<file path="config.mk">
export PLATFORM = sky130hd
export DESIGN_NAME = bldc_six_step_commutation_sequencer
export DESIGN_NICKNAME = d
export VERILOG_FILES = /design/src/hdl/bsc_pkg.sv /design/src/hdl/bldc_six_step_commutation_sequencer.sv /design/src/hdl/bsc_front.sv /design/src/hdl/bsc_job_queue.sv /design/src/hdl/bsc_back.sv
export SDC_FILE = /design/constraint.sdc
export NUM_CORES = 1
export LEC_CHECK = 0
export BUFFER_PORTS_ARGS = -buffer_cell sky130_fd_sc_hd__buf_2
export CAP_MARGIN = 15
export CORE_UTILIZATION = 30
export DETAILED_ROUTE_END_ITERATION = 8
export GPL_TIMING_DRIVEN = 0
export PLACE_DENSITY_LB_ADDON = 0.15
export SYNTH_ARGS = -nofsm -noshare
export SYNTH_HDL_FRONTEND = slang
export SYNTH_SLANG_ARGS = --single-unit
</file>
<file path="constraint.sdc">
create_clock -name clk_i -period 6 [get_ports clk_i]
set_clock_uncertainty 0.2 [all_clocks]
set_input_delay 0.3 -clock clk_i [delete_from_list [all_inputs] [get_ports clk_i]]
set_output_delay 0.3 -clock clk_i [all_outputs]
set_load 0.01 [all_outputs]
</file>
<file path="src/hdl/bsc_pkg.sv">
`timescale 1ns / 1ps
// ----------------------------------------------------------------------------
// bsc_pkg
// Shared types, codes and step table of the six-step commutation sequencer.
// ----------------------------------------------------------------------------
package bsc_pkg;

  localparam int unsigned StepW   = 3;
  localparam int unsigned ActionW = 4;
  localparam int unsigned PhaseW  = 2;
  localparam int unsigned MetricW = 8;

  localparam logic [MetricW-1:0] MetricFloor = 8'd120;
  localparam logic [StepW-1:0]   FirstStep   = 3'd1;

  // operation codes of an input item
  localparam logic OpBegin = 1'b0;
  localparam logic OpEvent = 1'b1;

  // action codes
  localparam logic [ActionW-1:0] ActWaitPreScan = 4'd0;
  localparam logic [ActionW-1:0] ActStartAdc    = 4'd1;
  localparam logic [ActionW-1:0] ActWaitCmpHigh = 4'd2;
  localparam logic [ActionW-1:0] ActWaitCmpLow  = 4'd3;
  localparam logic [ActionW-1:0] ActIntegrity   = 4'd4;
  localparam logic [ActionW-1:0] ActRpmLimit    = 4'd5;
  localparam logic [ActionW-1:0] ActWaitComm    = 4'd6;
  localparam logic [ActionW-1:0] ActCommutate   = 4'd7;
  localparam logic [ActionW-1:0] ActTempCheck   = 4'd8;
  localparam logic [ActionW-1:0] ActNextTiming  = 4'd9;
  localparam logic [ActionW-1:0] ActRun6Start   = 4'd10;
  localparam logic [ActionW-1:0] ActRun6Init    = 4'd11;
  localparam logic [ActionW-1:0] ActRun6Stop    = 4'd12;

  typedef enum logic [1:0] {
    ResCommutated = 2'd0,
    ResSyncLost   = 2'd1,
    ResRunBegun   = 2'd2
  } run_result_e;

  typedef struct packed {
    logic [PhaseW-1:0] power;
    logic [PhaseW-1:0] pwm;
    logic [PhaseW-1:0] sense;
    logic              rising;
    logic [StepW-1:0]  next;
    logic              adc;
    logic              rpm;
    logic              temp;
    logic              run6;
  } step_row_t;

  // one classified item handed from front to back
  typedef struct packed {
    run_result_e        kind;
    logic [StepW-1:0]   cur_step;
    logic [StepW-1:0]   follow_step;
    logic [MetricW-1:0] level;
  } job_t;

  function automatic step_row_t step_row_f(input logic [StepW-1:0] step);
    step_row_t r;
    case (step)
      3'd2:    r = '{2'd0, 2'd2, 2'd1, 1'b0, 3'd3, 1'b0, 1'b1, 1'b0, 1'b0};
      3'd3:    r = '{2'd0, 2'd1, 2'd2, 1'b1, 3'd4, 1'b0, 1'b0, 1'b0, 1'b0};
      3'd4:    r = '{2'd2, 2'd1, 2'd0, 1'b0, 3'd5, 1'b0, 1'b0, 1'b0, 1'b0};
      3'd5:    r = '{2'd2, 2'd0, 2'd1, 1'b1, 3'd6, 1'b0, 1'b0, 1'b0, 1'b0};
      3'd6:    r = '{2'd1, 2'd0, 2'd2, 1'b0, 3'd1, 1'b1, 1'b0, 1'b1, 1'b1};
      default: r = '{2'd1, 2'd2, 2'd0, 1'b1, 3'd2, 1'b0, 1'b0, 1'b0, 1'b0};
    endcase
    return r;
  endfunction

  // action that follows act in the run of a step
  function automatic logic [ActionW-1:0] next_action_f(input logic [ActionW-1:0] act,
                                                       input step_row_t r);
    logic [ActionW-1:0] cmp_act;
    cmp_act = r.rising ? ActWaitCmpHigh : ActWaitCmpLow;
    case (act)
      ActWaitPreScan: next_action_f = r.adc ? ActStartAdc : cmp_act;
      ActStartAdc:    next_action_f = cmp_act;
      ActWaitCmpHigh: next_action_f = ActIntegrity;
      ActWaitCmpLow:  next_action_f = ActIntegrity;
      ActIntegrity:   next_action_f = r.rpm ? ActRpmLimit : ActWaitComm;
      ActRpmLimit:    next_action_f = ActWaitComm;
      ActWaitComm:    next_action_f = ActCommutate;
      ActCommutate:   next_action_f = r.temp ? ActTempCheck : ActNextTiming;
      ActTempCheck:   next_action_f = ActNextTiming;
      ActNextTiming:  next_action_f = ActRun6Start;
      ActRun6Start:   next_action_f = ActRun6Init;
      ActRun6Init:    next_action_f = ActRun6Stop;
      default:        next_action_f = ActWaitPreScan;
    endcase
  endfunction

  function automatic logic is_final_action_f(input logic [ActionW-1:0] act,
                                             input step_row_t r);
    return (act == ActRun6Stop) || ((act == ActNextTiming) && !r.run6);
  endfunction

endpackage

</file>
<file path="src/hdl/bldc_six_step_commutation_sequencer.sv">
`timescale 1ns / 1ps
// ----------------------------------------------------------------------------
// bldc_six_step_commutation_sequencer
// Sensorless six-step commutation sequencer with a decoupled action generator.
// ----------------------------------------------------------------------------
// An input item is taken whenever the job queue (JobQueueDepth entries) has
// room; the front updates step and demag metric at once and queues one job.
// The back emits one result item per cycle while the output register is free
// or being popped: a begin or a sync-lost item gives one result, a commutation
// event gives six to eleven (eleven on step 6), so sustained throughput is set
// by the back's action walk at one result item per clock while it drains.
// The result item sits in an output register; the back holds while it waits
// to be popped and moves on as that register drains. The demag off
// threshold register is stored but has no effect on results.
module bldc_six_step_commutation_sequencer #(
  parameter int unsigned JobQueueDepth = 4
) (
  input  logic                          clk_i,
  input  logic                          rst_ni,
  // input items
  input  logic                          push,
  output logic                          full,
  input  logic                          operation_i,
  input  logic                          zc_timeout_i,
  input  logic                          demag_seen_i,
  input  logic                          brake_active_i,
  // configuration
  input  logic                          cfg_valid_i,
  output logic                          cfg_ready_o,
  input  logic [bsc_pkg::MetricW-1:0]   cfg_data_i,
  // result items
  output logic                          empty,
  input  logic                          pop,
  output logic [1:0]                    run_result_o,
  output logic [bsc_pkg::ActionW-1:0]   action_o,
  output logic [bsc_pkg::StepW-1:0]     cur_step_o,
  output logic [bsc_pkg::StepW-1:0]     following_step_o,
  output logic [bsc_pkg::PhaseW-1:0]    power_phase_o,
  output logic [bsc_pkg::PhaseW-1:0]    pwm_phase_out_o,
  output logic [bsc_pkg::PhaseW-1:0]    sense_phase_o,
  output logic                          cmp_rising_o,
  output logic [bsc_pkg::MetricW-1:0]   demag_level_o,
  output logic                          last_o
);

  logic                        accept;
  logic                        q_full, q_empty, q_rd;
  bsc_pkg::job_t               front_job, back_job;
  logic                        out_valid;
  logic [bsc_pkg::MetricW-1:0] demag_off_threshold;

  assign accept      = push && !q_full;
  assign full        = q_full;
  assign cfg_ready_o = 1'b1;

  bsc_front u_front (
    .clk_i                 (clk_i),
    .rst_ni                (rst_ni),
    .accept_i              (accept),
    .operation_i           (operation_i),
    .zc_timeout_i          (zc_timeout_i),
    .demag_seen_i          (demag_seen_i),
    .brake_active_i        (brake_active_i),
    .cfg_write_i           (cfg_valid_i && cfg_ready_o),
    .cfg_data_i            (cfg_data_i),
    .demag_off_threshold_o (demag_off_threshold),
    .job_o                 (front_job)
  );

  bsc_job_queue #(
    .Depth (JobQueueDepth)
  ) u_queue (
    .clk_i    (clk_i),
    .rst_ni   (rst_ni),
    .wr_i     (accept),
    .wr_job_i (front_job),
    .full_o   (q_full),
    .rd_i     (q_rd),
    .empty_o  (q_empty),
    .rd_job_o (back_job)
  );

  bsc_back u_back (
    .clk_i            (clk_i),
    .rst_ni           (rst_ni),
    .job_empty_i      (q_empty),
    .job_i            (back_job),
    .job_rd_o         (q_rd),
    .pop_i            (pop),
    .out_valid_o      (out_valid),
    .run_result_o     (run_result_o),
    .action_o         (action_o),
    .cur_step_o       (cur_step_o),
    .following_step_o (following_step_o),
    .power_phase_o    (power_phase_o),
    .pwm_phase_out_o  (pwm_phase_out_o),
    .sense_phase_o    (sense_phase_o),
    .cmp_rising_o     (cmp_rising_o),
    .demag_level_o    (demag_level_o),
    .last_o           (last_o)
  );

  assign empty = !out_valid;

endmodule

</file>
<file path="src/hdl/bsc_front.sv">
`timescale 1ns / 1ps
// ----------------------------------------------------------------------------
// bsc_front
// Accepts input items, keeps step and demag metric, classifies each item.
// ----------------------------------------------------------------------------
module bsc_front (
  input  logic                           clk_i,
  input  logic                           rst_ni,
  input  logic                           accept_i,
  input  logic                           operation_i,
  input  logic                           zc_timeout_i,
  input  logic                           demag_seen_i,
  input  logic                           brake_active_i,
  input  logic                           cfg_write_i,
  input  logic [bsc_pkg::MetricW-1:0]    cfg_data_i,
  output logic [bsc_pkg::MetricW-1:0]    demag_off_threshold_o,
  output bsc_pkg::job_t                  job_o
);

  logic [bsc_pkg::StepW-1:0]   step_q, step_d;
  logic [bsc_pkg::MetricW-1:0] metric_q, metric_d;
  logic [bsc_pkg::MetricW-1:0] threshold_q;
  logic [10:0]                 metric_acc;
  logic [bsc_pkg::MetricW-1:0] metric_new;
  bsc_pkg::step_row_t          row;
  logic                        sync_lost;

  assign row        = bsc_pkg::step_row_f(step_q);
  assign metric_acc = 11'(metric_q) * 11'd7 + (demag_seen_i ? 11'd255 : 11'd0);
  assign metric_new = (metric_acc[10:3] < bsc_pkg::MetricFloor) ?
                      bsc_pkg::MetricFloor : metric_acc[10:3];
  assign sync_lost  = zc_timeout_i && !brake_active_i && !demag_seen_i;

  always_comb begin
    step_d   = step_q;
    metric_d = metric_q;
    job_o    = '{bsc_pkg::ResRunBegun, bsc_pkg::FirstStep, bsc_pkg::FirstStep,
                 bsc_pkg::MetricFloor};
    if (operation_i == bsc_pkg::OpBegin) begin
      step_d   = bsc_pkg::FirstStep;
      metric_d = bsc_pkg::MetricFloor;
    end else if (sync_lost) begin
      metric_d = metric_new;
      job_o    = '{bsc_pkg::ResSyncLost, step_q, step_q, metric_new};
    end else begin
      metric_d = metric_new;
      step_d   = row.next;
      job_o    = '{bsc_pkg::ResCommutated, step_q, row.next, metric_new};
    end
  end

  always_ff @(posedge clk_i or negedge rst_ni) begin
    if (!rst_ni) begin
      step_q      <= bsc_pkg::FirstStep;
      metric_q    <= bsc_pkg::MetricFloor;
      threshold_q <= '0;
    end else begin
      if (accept_i) begin
        step_q   <= step_d;
        metric_q <= metric_d;
      end
      if (cfg_write_i) begin
        threshold_q <= cfg_data_i;
      end
    end
  end

  assign demag_off_threshold_o = threshold_q;

endmodule

</file>
<file path="src/hdl/bsc_job_queue.sv">
`timescale 1ns / 1ps
// ----------------------------------------------------------------------------
// bsc_job_queue
// Small first-in first-out queue of classified jobs between front and back.
// ----------------------------------------------------------------------------
module bsc_job_queue #(
  parameter int unsigned Depth = 4
) (
  input  logic          clk_i,
  input  logic          rst_ni,
  input  logic          wr_i,
  input  bsc_pkg::job_t wr_job_i,
  output logic          full_o,
  input  logic          rd_i,
  output logic          empty_o,
  output bsc_pkg::job_t rd_job_o
);

  localparam int unsigned PtrW = (Depth > 1) ? $clog2(Depth) : 1;
  localparam int unsigned CntW = $clog2(Depth + 1);

  bsc_pkg::job_t       mem_q [Depth];
  logic [PtrW-1:0]     wr_ptr_q, rd_ptr_q;
  logic [CntW-1:0]     count_q;

  function automatic logic [PtrW-1:0] wrap_inc(input logic [PtrW-1:0] p);
    return (p == PtrW'(Depth - 1)) ? '0 : p + PtrW'(1);
  endfunction

  assign full_o   = (count_q == CntW'(Depth));
  assign empty_o  = (count_q == '0);
  assign rd_job_o = mem_q[rd_ptr_q];

  always_ff @(posedge clk_i) begin
    if (wr_i) begin
      mem_q[wr_ptr_q] <= wr_job_i;
    end
  end

  always_ff @(posedge clk_i or negedge rst_ni) begin
    if (!rst_ni) begin
      wr_ptr_q <= '0;
      rd_ptr_q <= '0;
      count_q  <= '0;
    end else begin
      if (wr_i) begin
        wr_ptr_q <= wrap_inc(wr_ptr_q);
      end
      if (rd_i) begin
        rd_ptr_q <= wrap_inc(rd_ptr_q);
      end
      if (wr_i && !rd_i) begin
        count_q <= count_q + CntW'(1);
      end else if (rd_i && !wr_i) begin
        count_q <= count_q - CntW'(1);
      end
    end
  end

endmodule

</file>
<file path="src/hdl/bsc_back.sv">
`timescale 1ns / 1ps
// ----------------------------------------------------------------------------
// bsc_back
// Walks the action run of each job and holds the result item for the consumer.
// ----------------------------------------------------------------------------
module bsc_back (
  input  logic                          clk_i,
  input  logic                          rst_ni,
  input  logic                          job_empty_i,
  input  bsc_pkg::job_t                 job_i,
  output logic                          job_rd_o,
  input  logic                          pop_i,
  output logic                          out_valid_o,
  output logic [1:0]                    run_result_o,
  output logic [bsc_pkg::ActionW-1:0]   action_o,
  output logic [bsc_pkg::StepW-1:0]     cur_step_o,
  output logic [bsc_pkg::StepW-1:0]     following_step_o,
  output logic [bsc_pkg::PhaseW-1:0]    power_phase_o,
  output logic [bsc_pkg::PhaseW-1:0]    pwm_phase_out_o,
  output logic [bsc_pkg::PhaseW-1:0]    sense_phase_o,
  output logic                          cmp_rising_o,
  output logic [bsc_pkg::MetricW-1:0]   demag_level_o,
  output logic                          last_o
);

  logic                        busy_q;
  bsc_pkg::job_t               job_q;
  logic [bsc_pkg::ActionW-1:0] act_q;
  logic                        out_valid_q;

  logic                        advance, emit;
  bsc_pkg::job_t               sel_job;
  logic [bsc_pkg::ActionW-1:0] sel_act;
  bsc_pkg::step_row_t          sel_row;
  logic                        sel_last;

  // output register free or being drained this cycle
  assign advance  = !out_valid_q || pop_i;
  assign job_rd_o = advance && !busy_q && !job_empty_i;
  assign emit     = advance && (busy_q || !job_empty_i);

  assign sel_job  = busy_q ? job_q : job_i;
  assign sel_act  = busy_q ? act_q : bsc_pkg::ActWaitPreScan;
  assign sel_row  = bsc_pkg::step_row_f(sel_job.cur_step);
  assign sel_last = (sel_job.kind != bsc_pkg::ResCommutated) ||
                    bsc_pkg::is_final_action_f(sel_act, sel_row);

  always_ff @(posedge clk_i or negedge rst_ni) begin
    if (!rst_ni) begin
      busy_q      <= 1'b0;
      out_valid_q <= 1'b0;
    end else if (advance) begin
      out_valid_q <= emit;
      if (emit) begin
        busy_q <= !sel_last;
      end
    end
  end

  always_ff @(posedge clk_i) begin
    if (emit) begin
      job_q            <= sel_job;
      act_q            <= bsc_pkg::next_action_f(sel_act, sel_row);
      run_result_o     <= sel_job.kind;
      action_o         <= sel_act;
      cur_step_o       <= sel_job.cur_step;
      following_step_o <= sel_job.follow_step;
      power_phase_o    <= sel_row.power;
      pwm_phase_out_o  <= sel_row.pwm;
      sense_phase_o    <= sel_row.sense;
      cmp_rising_o     <= sel_row.rising;
      demag_level_o    <= sel_job.level;
      last_o           <= sel_last;
    end
  end

  assign out_valid_o = out_valid_q;

endmodule

</file>
After elaboration in Yosys (flattened, before gate mapping)
Memories as Yosys holds them, arrays and structs flattened.
Index checks and enable logic that the tools add are counted.
{ "totals": {"ram_bits": 64, "ff_bits": 52, "inputBits": 17, "out_inout_bits": 31, "n_memories": 1, "elab_cells": 106} }
{ "classes": {"order_cmp": 1, "mul": 1, "bitwise_logic": 1, "n_mux": 22, "n_reduce_logical": 31, "n_addsub": 5, "eq_ne": 26} }
{ "memory_table": {"columns": ["memory", "depth", "word_bits", "read_ports", "rd_clocked_by_memory_dff", "wr", "line", "rtl"], "rows": [
  ["u_queue.mem_q", 4, 16, 1, 0, 1, "bsc_job_queue.sv:22", "bsc_pkg::job_t mem_q [Depth];"]
]} }
{ "ops": {"columns": ["operator", "n"], "rows": [
  ["$pmux 14 s5", 1],
  ["$pmux 4 s11", 1],
  ["$pmux 7 s5", 1],
  ["$mux 16", 2],
  ["$mux 8", 3],
  ["$eq 3x3->1 const B", 7],
  ["$eq 4x4->1 const B", 5],
  ["$eq 4x3->1 const B", 4],
  ["$mux 15", 1],
  ["$eq 3x2->1 const B", 4],
  ["$mux 3", 4],
  ["$add 11x11->11", 1],
  ["$mul 8x3->11 const B", 1],
  ["$logic_not 1->1", 10],
  ["$logic_and 1x1->1", 9],
  ["$eq 4x2->1 const B", 2],
  ["$lt 8x7->1 const B", 1],
  ["$mux 4", 2],
  ["$mux 2", 3],
  ["$reduce_and 2->1", 3],
  ["$add 2x1->2 const B", 2],
  ["$eq 2x2->1 const B", 2],
  ["$eq 4x1->1 const B", 1],
  ["$logic_not 4->1", 1],
  ["9 further kinds", 16]
]} }

Longest topological paths before layout
An unclocked memory read counts as a cell.
{ "logic_depth": {"word_depth": 9, "mapped_depth": 11, "depth_no_buf": 11} }

Cells and area by module
From an unflattened synthesis, not the netlist that was laid out.
{ "hier_totals": {"cells_unflattened": 417, "hier_area_um2": 6125.9} }
{ "modules_own_cells": {"columns": ["mod", "area_per_inst_um2", "n_inst", "cells_each", "seq_area_each_um2"], "rows": [
  ["bsc_job_queue", 2766.4, 1, 121, 2097.0],
  ["bsc_front", 1819.2, 1, 183, 481.7],
  ["bsc_back", 1511.4, 1, 109, 1011.0],
  ["bldc_six_step_commutation_sequencer", 28.8, 1, 4, 0.0]
]} }

Worst setup path before layout
OpenSTA, ideal clock, no wires.
{ "synth_path": {"kind": "register to register", "startpoint": "reg u_front.metric_q[5] in the netlist's numbering", "endpoint": "mem u_queue.mem_q[0][0] in the netlist's numbering, data pin", "path_buffers": 0, "arrival_ps": 3659, "stages_incl_launch_ff": 12, "synth_period_minus_slack_ps": 4005, "setup_time_ps": 146, "path_slack_ps": 1995, "required_time_ps": 5654, "cell_sequence": "dfstp_2 inv_1 fa_1 fa_1 inv_1 ha_1 a21o_1 a22o_1 a211o_1 or4b_4 o211ai_4 and2_1"} }
{ "synth_lines": {"columns": ["element", "line", "rtl"], "rows": [
  ["start: declaration", "bsc_front.sv:21", "logic [bsc_pkg::MetricW-1:0] metric_q, metric_d;"],
  ["start signal: assignment", "bsc_front.sv:55", "metric_q <= bsc_pkg::MetricFloor;"],
  ["start signal: assignment", "bsc_front.sv:60", "metric_q <= metric_d;"],
  ["end: declaration", "bsc_job_queue.sv:22", null]
]} }

==> results.yml <==
detailed_routing:
  vias_per_cell: 4.61
  ant_nets: 0
  vias: 3218
  drc: 10
  first_pass_iters: 6
  routed_wl_um: 10800
  avgRoutedWirePerCell_um: 15.4
  wl_met3_um: 366
  drtIter0Drc: 183
  wl_met1_um: 5100
  top_layer_used: "met4"
  wl_met2_um: 5100
timing:
  period_needed_ns: 4.39
  setup_viol: 0
  relSlewSlack_pct: 39.1
  holdWs_ns: 0.137
  finalCritPeriodShare_pct: 73.2
  rsz0062_at_grt: "no"
  setup_ws_ns: 1.61
  hold_viol_final: 0
  worst_pin_slew_ns: 0.913
  slew_viol_final: 0
  setup_tns_ns: 0
  max_freq_ghz: 0.228
yosys:
  async_flop_share_pct: 17.2
  ys_seq_area_share_pct: 60.5
  yosys.cell_types.count: 57
  synth_enable_flop_cells: 96
  ys_ff_latch: 116
  syn_avg_cell_area_um2: 14.1
  syn_inst: 397
  synth_warnings: 0
  syn_area_um2: 5600
  ys.flop_type: "edfxtp_1"
  syn_nets: 447
die:
  core_area_um2: 18100
  io_pins: 48
  initial_core_util_pct: 30.9
  rows: 49
  die_width_um: 139
  fp.dieArea_um2: 19200
  fp.dieH_um: 139
cts:
  clockBufferDepth: 2
  cts_buffers: 17
  insertion_delay_ns: 0.41
  cts.clk_slew.worst_paths_ns: 0.05
  cts.sinks: 116
  cts_tree: "done"
  cts.repair.resized: 0
  h-tree-depth: 4
  cts_root_buffer: "clkbuf_16"
placement:
  port_buffers: 36
  pre_cts_ws_ns: 1.62
  gp_congestion: 0.748
  dp_hpwl_um: 7600
power:
  p_per_area_nw_per_um2: 587
  ir_worst_vdd_v: 0.000185
  p_leak_nw: 2.59
critical_path:
  crit_path_end_kind: "flop"
  path_class: "flop to flop"
  required_ns: 6.03
  startpoint_type: "flop"
  critPathMaxFanout: 6
  cp.arrival_ns: 4.42
run_status:
  violations: "design-rule violations"
  status: "finished with violations"
grt:
  track_usage_pct: 12.3
  grt_pass1_wl_um: 17900
  gr-total-overflow: 0
  grt_pass1_vias: 3342
  grt_max_degree: 21
  antenna_found_initial: 1
final_layout:
  nNetsFinal: 506
  diodes: 0
  multi_input_area_um2: 2030
  fillers: 1787
  area.growth.synth_to_final_pct: 19.8
  seqCellArea_um2: 3390
  layout-drive-gt1-share_pct: 22.6
job:
  maxCapViolCount: 0
min_path:
  hold_path_class: "primary input to flop"
-- path summary, 6_finish.rpt --
check,cells after the start,from,slack [ns],to
max,11,u_front.metric_q[5],1.61,u_queue.mem_q[0][0]
min,3,operation_i,0.14,u_front.step_q[1]
max reg2reg,11,u_front.metric_q[5],1.61,u_queue.mem_q[0][0]
min reg2reg,2,u_front.metric_q[4],0.30,u_front.metric_q[4]
max in group asynchronous,2,rst_ni,5.02,u_front.metric_q[4]
min in group asynchronous,2,rst_ni,0.21,u_queue.count_q[0]
-- worst max-delay path, cell delays in order (launching register included) --
cell,delay [ns]
dfstp_2,0.57
inv_1,0.11
fa_1,0.50
fa_1,0.51
inv_1,0.04
ha_1,0.36
a21o_1,0.24
a22o_1,0.26
a211o_1,0.34
or4b_4,0.56
o211ai_4,0.23
and2_1,0.29
-- cells in the final DEF, fill, tap and decap left out, drive strengths merged, types with 6 or more instances in the layout --
cell,n
edfxtp,96
buf,42
clkbuf,38
inv,35
nor2,28
nand2,20
ha,19
and2,17
mux4,16
nor2b,16
dfrtp,15
o21ai,15
fa,14
a21oi,7
xnor2,6
xor2,6
mux2,6
nor3,6
-- per-stage QoR --
step	area (µm²)	util, %	std cells	total power (W)
finish	6710	37.0	698	0.00394
floorplan	5600	-	397	0.00254
global route	6710	37.0	698	0.00423
CTS	6710	37.0	698	0.00400
detailed placement	6100	33.6	664	0.00300
global placement	6070	33.4	662	0.00296
-- flip-flops by register name, summed over array words and instances, names as in the netlist, 3 cells and up --
name	count
u_back.following_step_o	3
u_front.metric_q	8
u_queue.mem_q	64
u_back.action_o	4
u_back.cur_step_o	3
u_back.act_q	4
u_front.step_q	3
u_back.demag_level_o	8
u_queue.count_q	3
-- final cells by class --
type,count,area share (%)
sequential,116,50.5
multi-input combinational,231,30.2
clock buffer,27,7.64
tap,229,4.27
timing repair buffer,40,3.37
inverter,35,1.96
clock inverter,5,1.10
buffer,15,0.932
-- cell usage after synthesis, types with 2 or more instances --
library cell	instances	area [µm²]
edfxtp_1	96	2880
inv_1	31	116
nor2_1	28	105
nand2_1	20	75.1
ha_1	19	238
and2_1	16	100
mux4_2	16	360
nor2b_1	16	100
dfrtp_1	15	375
fa_1	14	280
clkbuf_1	11	41.3
o21ai_0	9	45.0
a21oi_1	7	35.0
mux2_2	6	67.6
nor3_1	6	30.0
o21ai_1	6	30.0
xnor2_1	6	52.6
xor2_1	6	52.6
a31oi_1	5	31.3
dfstp_2	5	131
nand2b_1	5	31.3
inv_2	4	15.0
a22o_1	3	26.3
nand3_1	3	15.0
o211ai_1	3	22.5
a21boi_0	2	15.0
a21o_1	2	15.0
a31o_1	2	17.5
buf_2	2	10.0
mux2i_1	2	20.0
nor3b_1	2	15.0
o21a_1	2	15.0
o221ai_1	2	17.5
or3_1	2	12.5
-- cells by family (layout without fill, tap and decap cells) --
family / Yosys count / in the layout / synth area share, %
AOI/OAI and AO/OA: 55 / 55 / 6.97
adders and majority gates: 33 / 33 / 9.25
other: 1 / 1 / 0.0669
DFF: 116 / 116 / 60.5
and+or+nand+nor: 105 / 105 / 9.65
buffers and inverters: 50 / 122 / 3.46
xor gates and xnor gates: 12 / 12 / 1.88
muxes: 25 / 25 / 8.24
-- layer usage --
metal  up-vias  GRT usage, %
li1       1563             -
met1      1583          15.6
met2        52          19.8
met3        20          3.45
met4         0          5.09
met5         -             0
-- power by group --
group | internal [W] | switching [W] | leakage (nW)
sequential | 0.00129 | 0.000115 | 1.12
clock | 0.000663 | 0.000330 | 0.289
combinational | 0.000649 | 0.000892 | 1.18
-- repair_timing --
action                                 in CTS  in global routing
hold buffers                                2                  0
endpoints found under the hold margin      17                  0
setup buffers                               0                  0
Note: power is estimated with default switching activity, not from simulation.
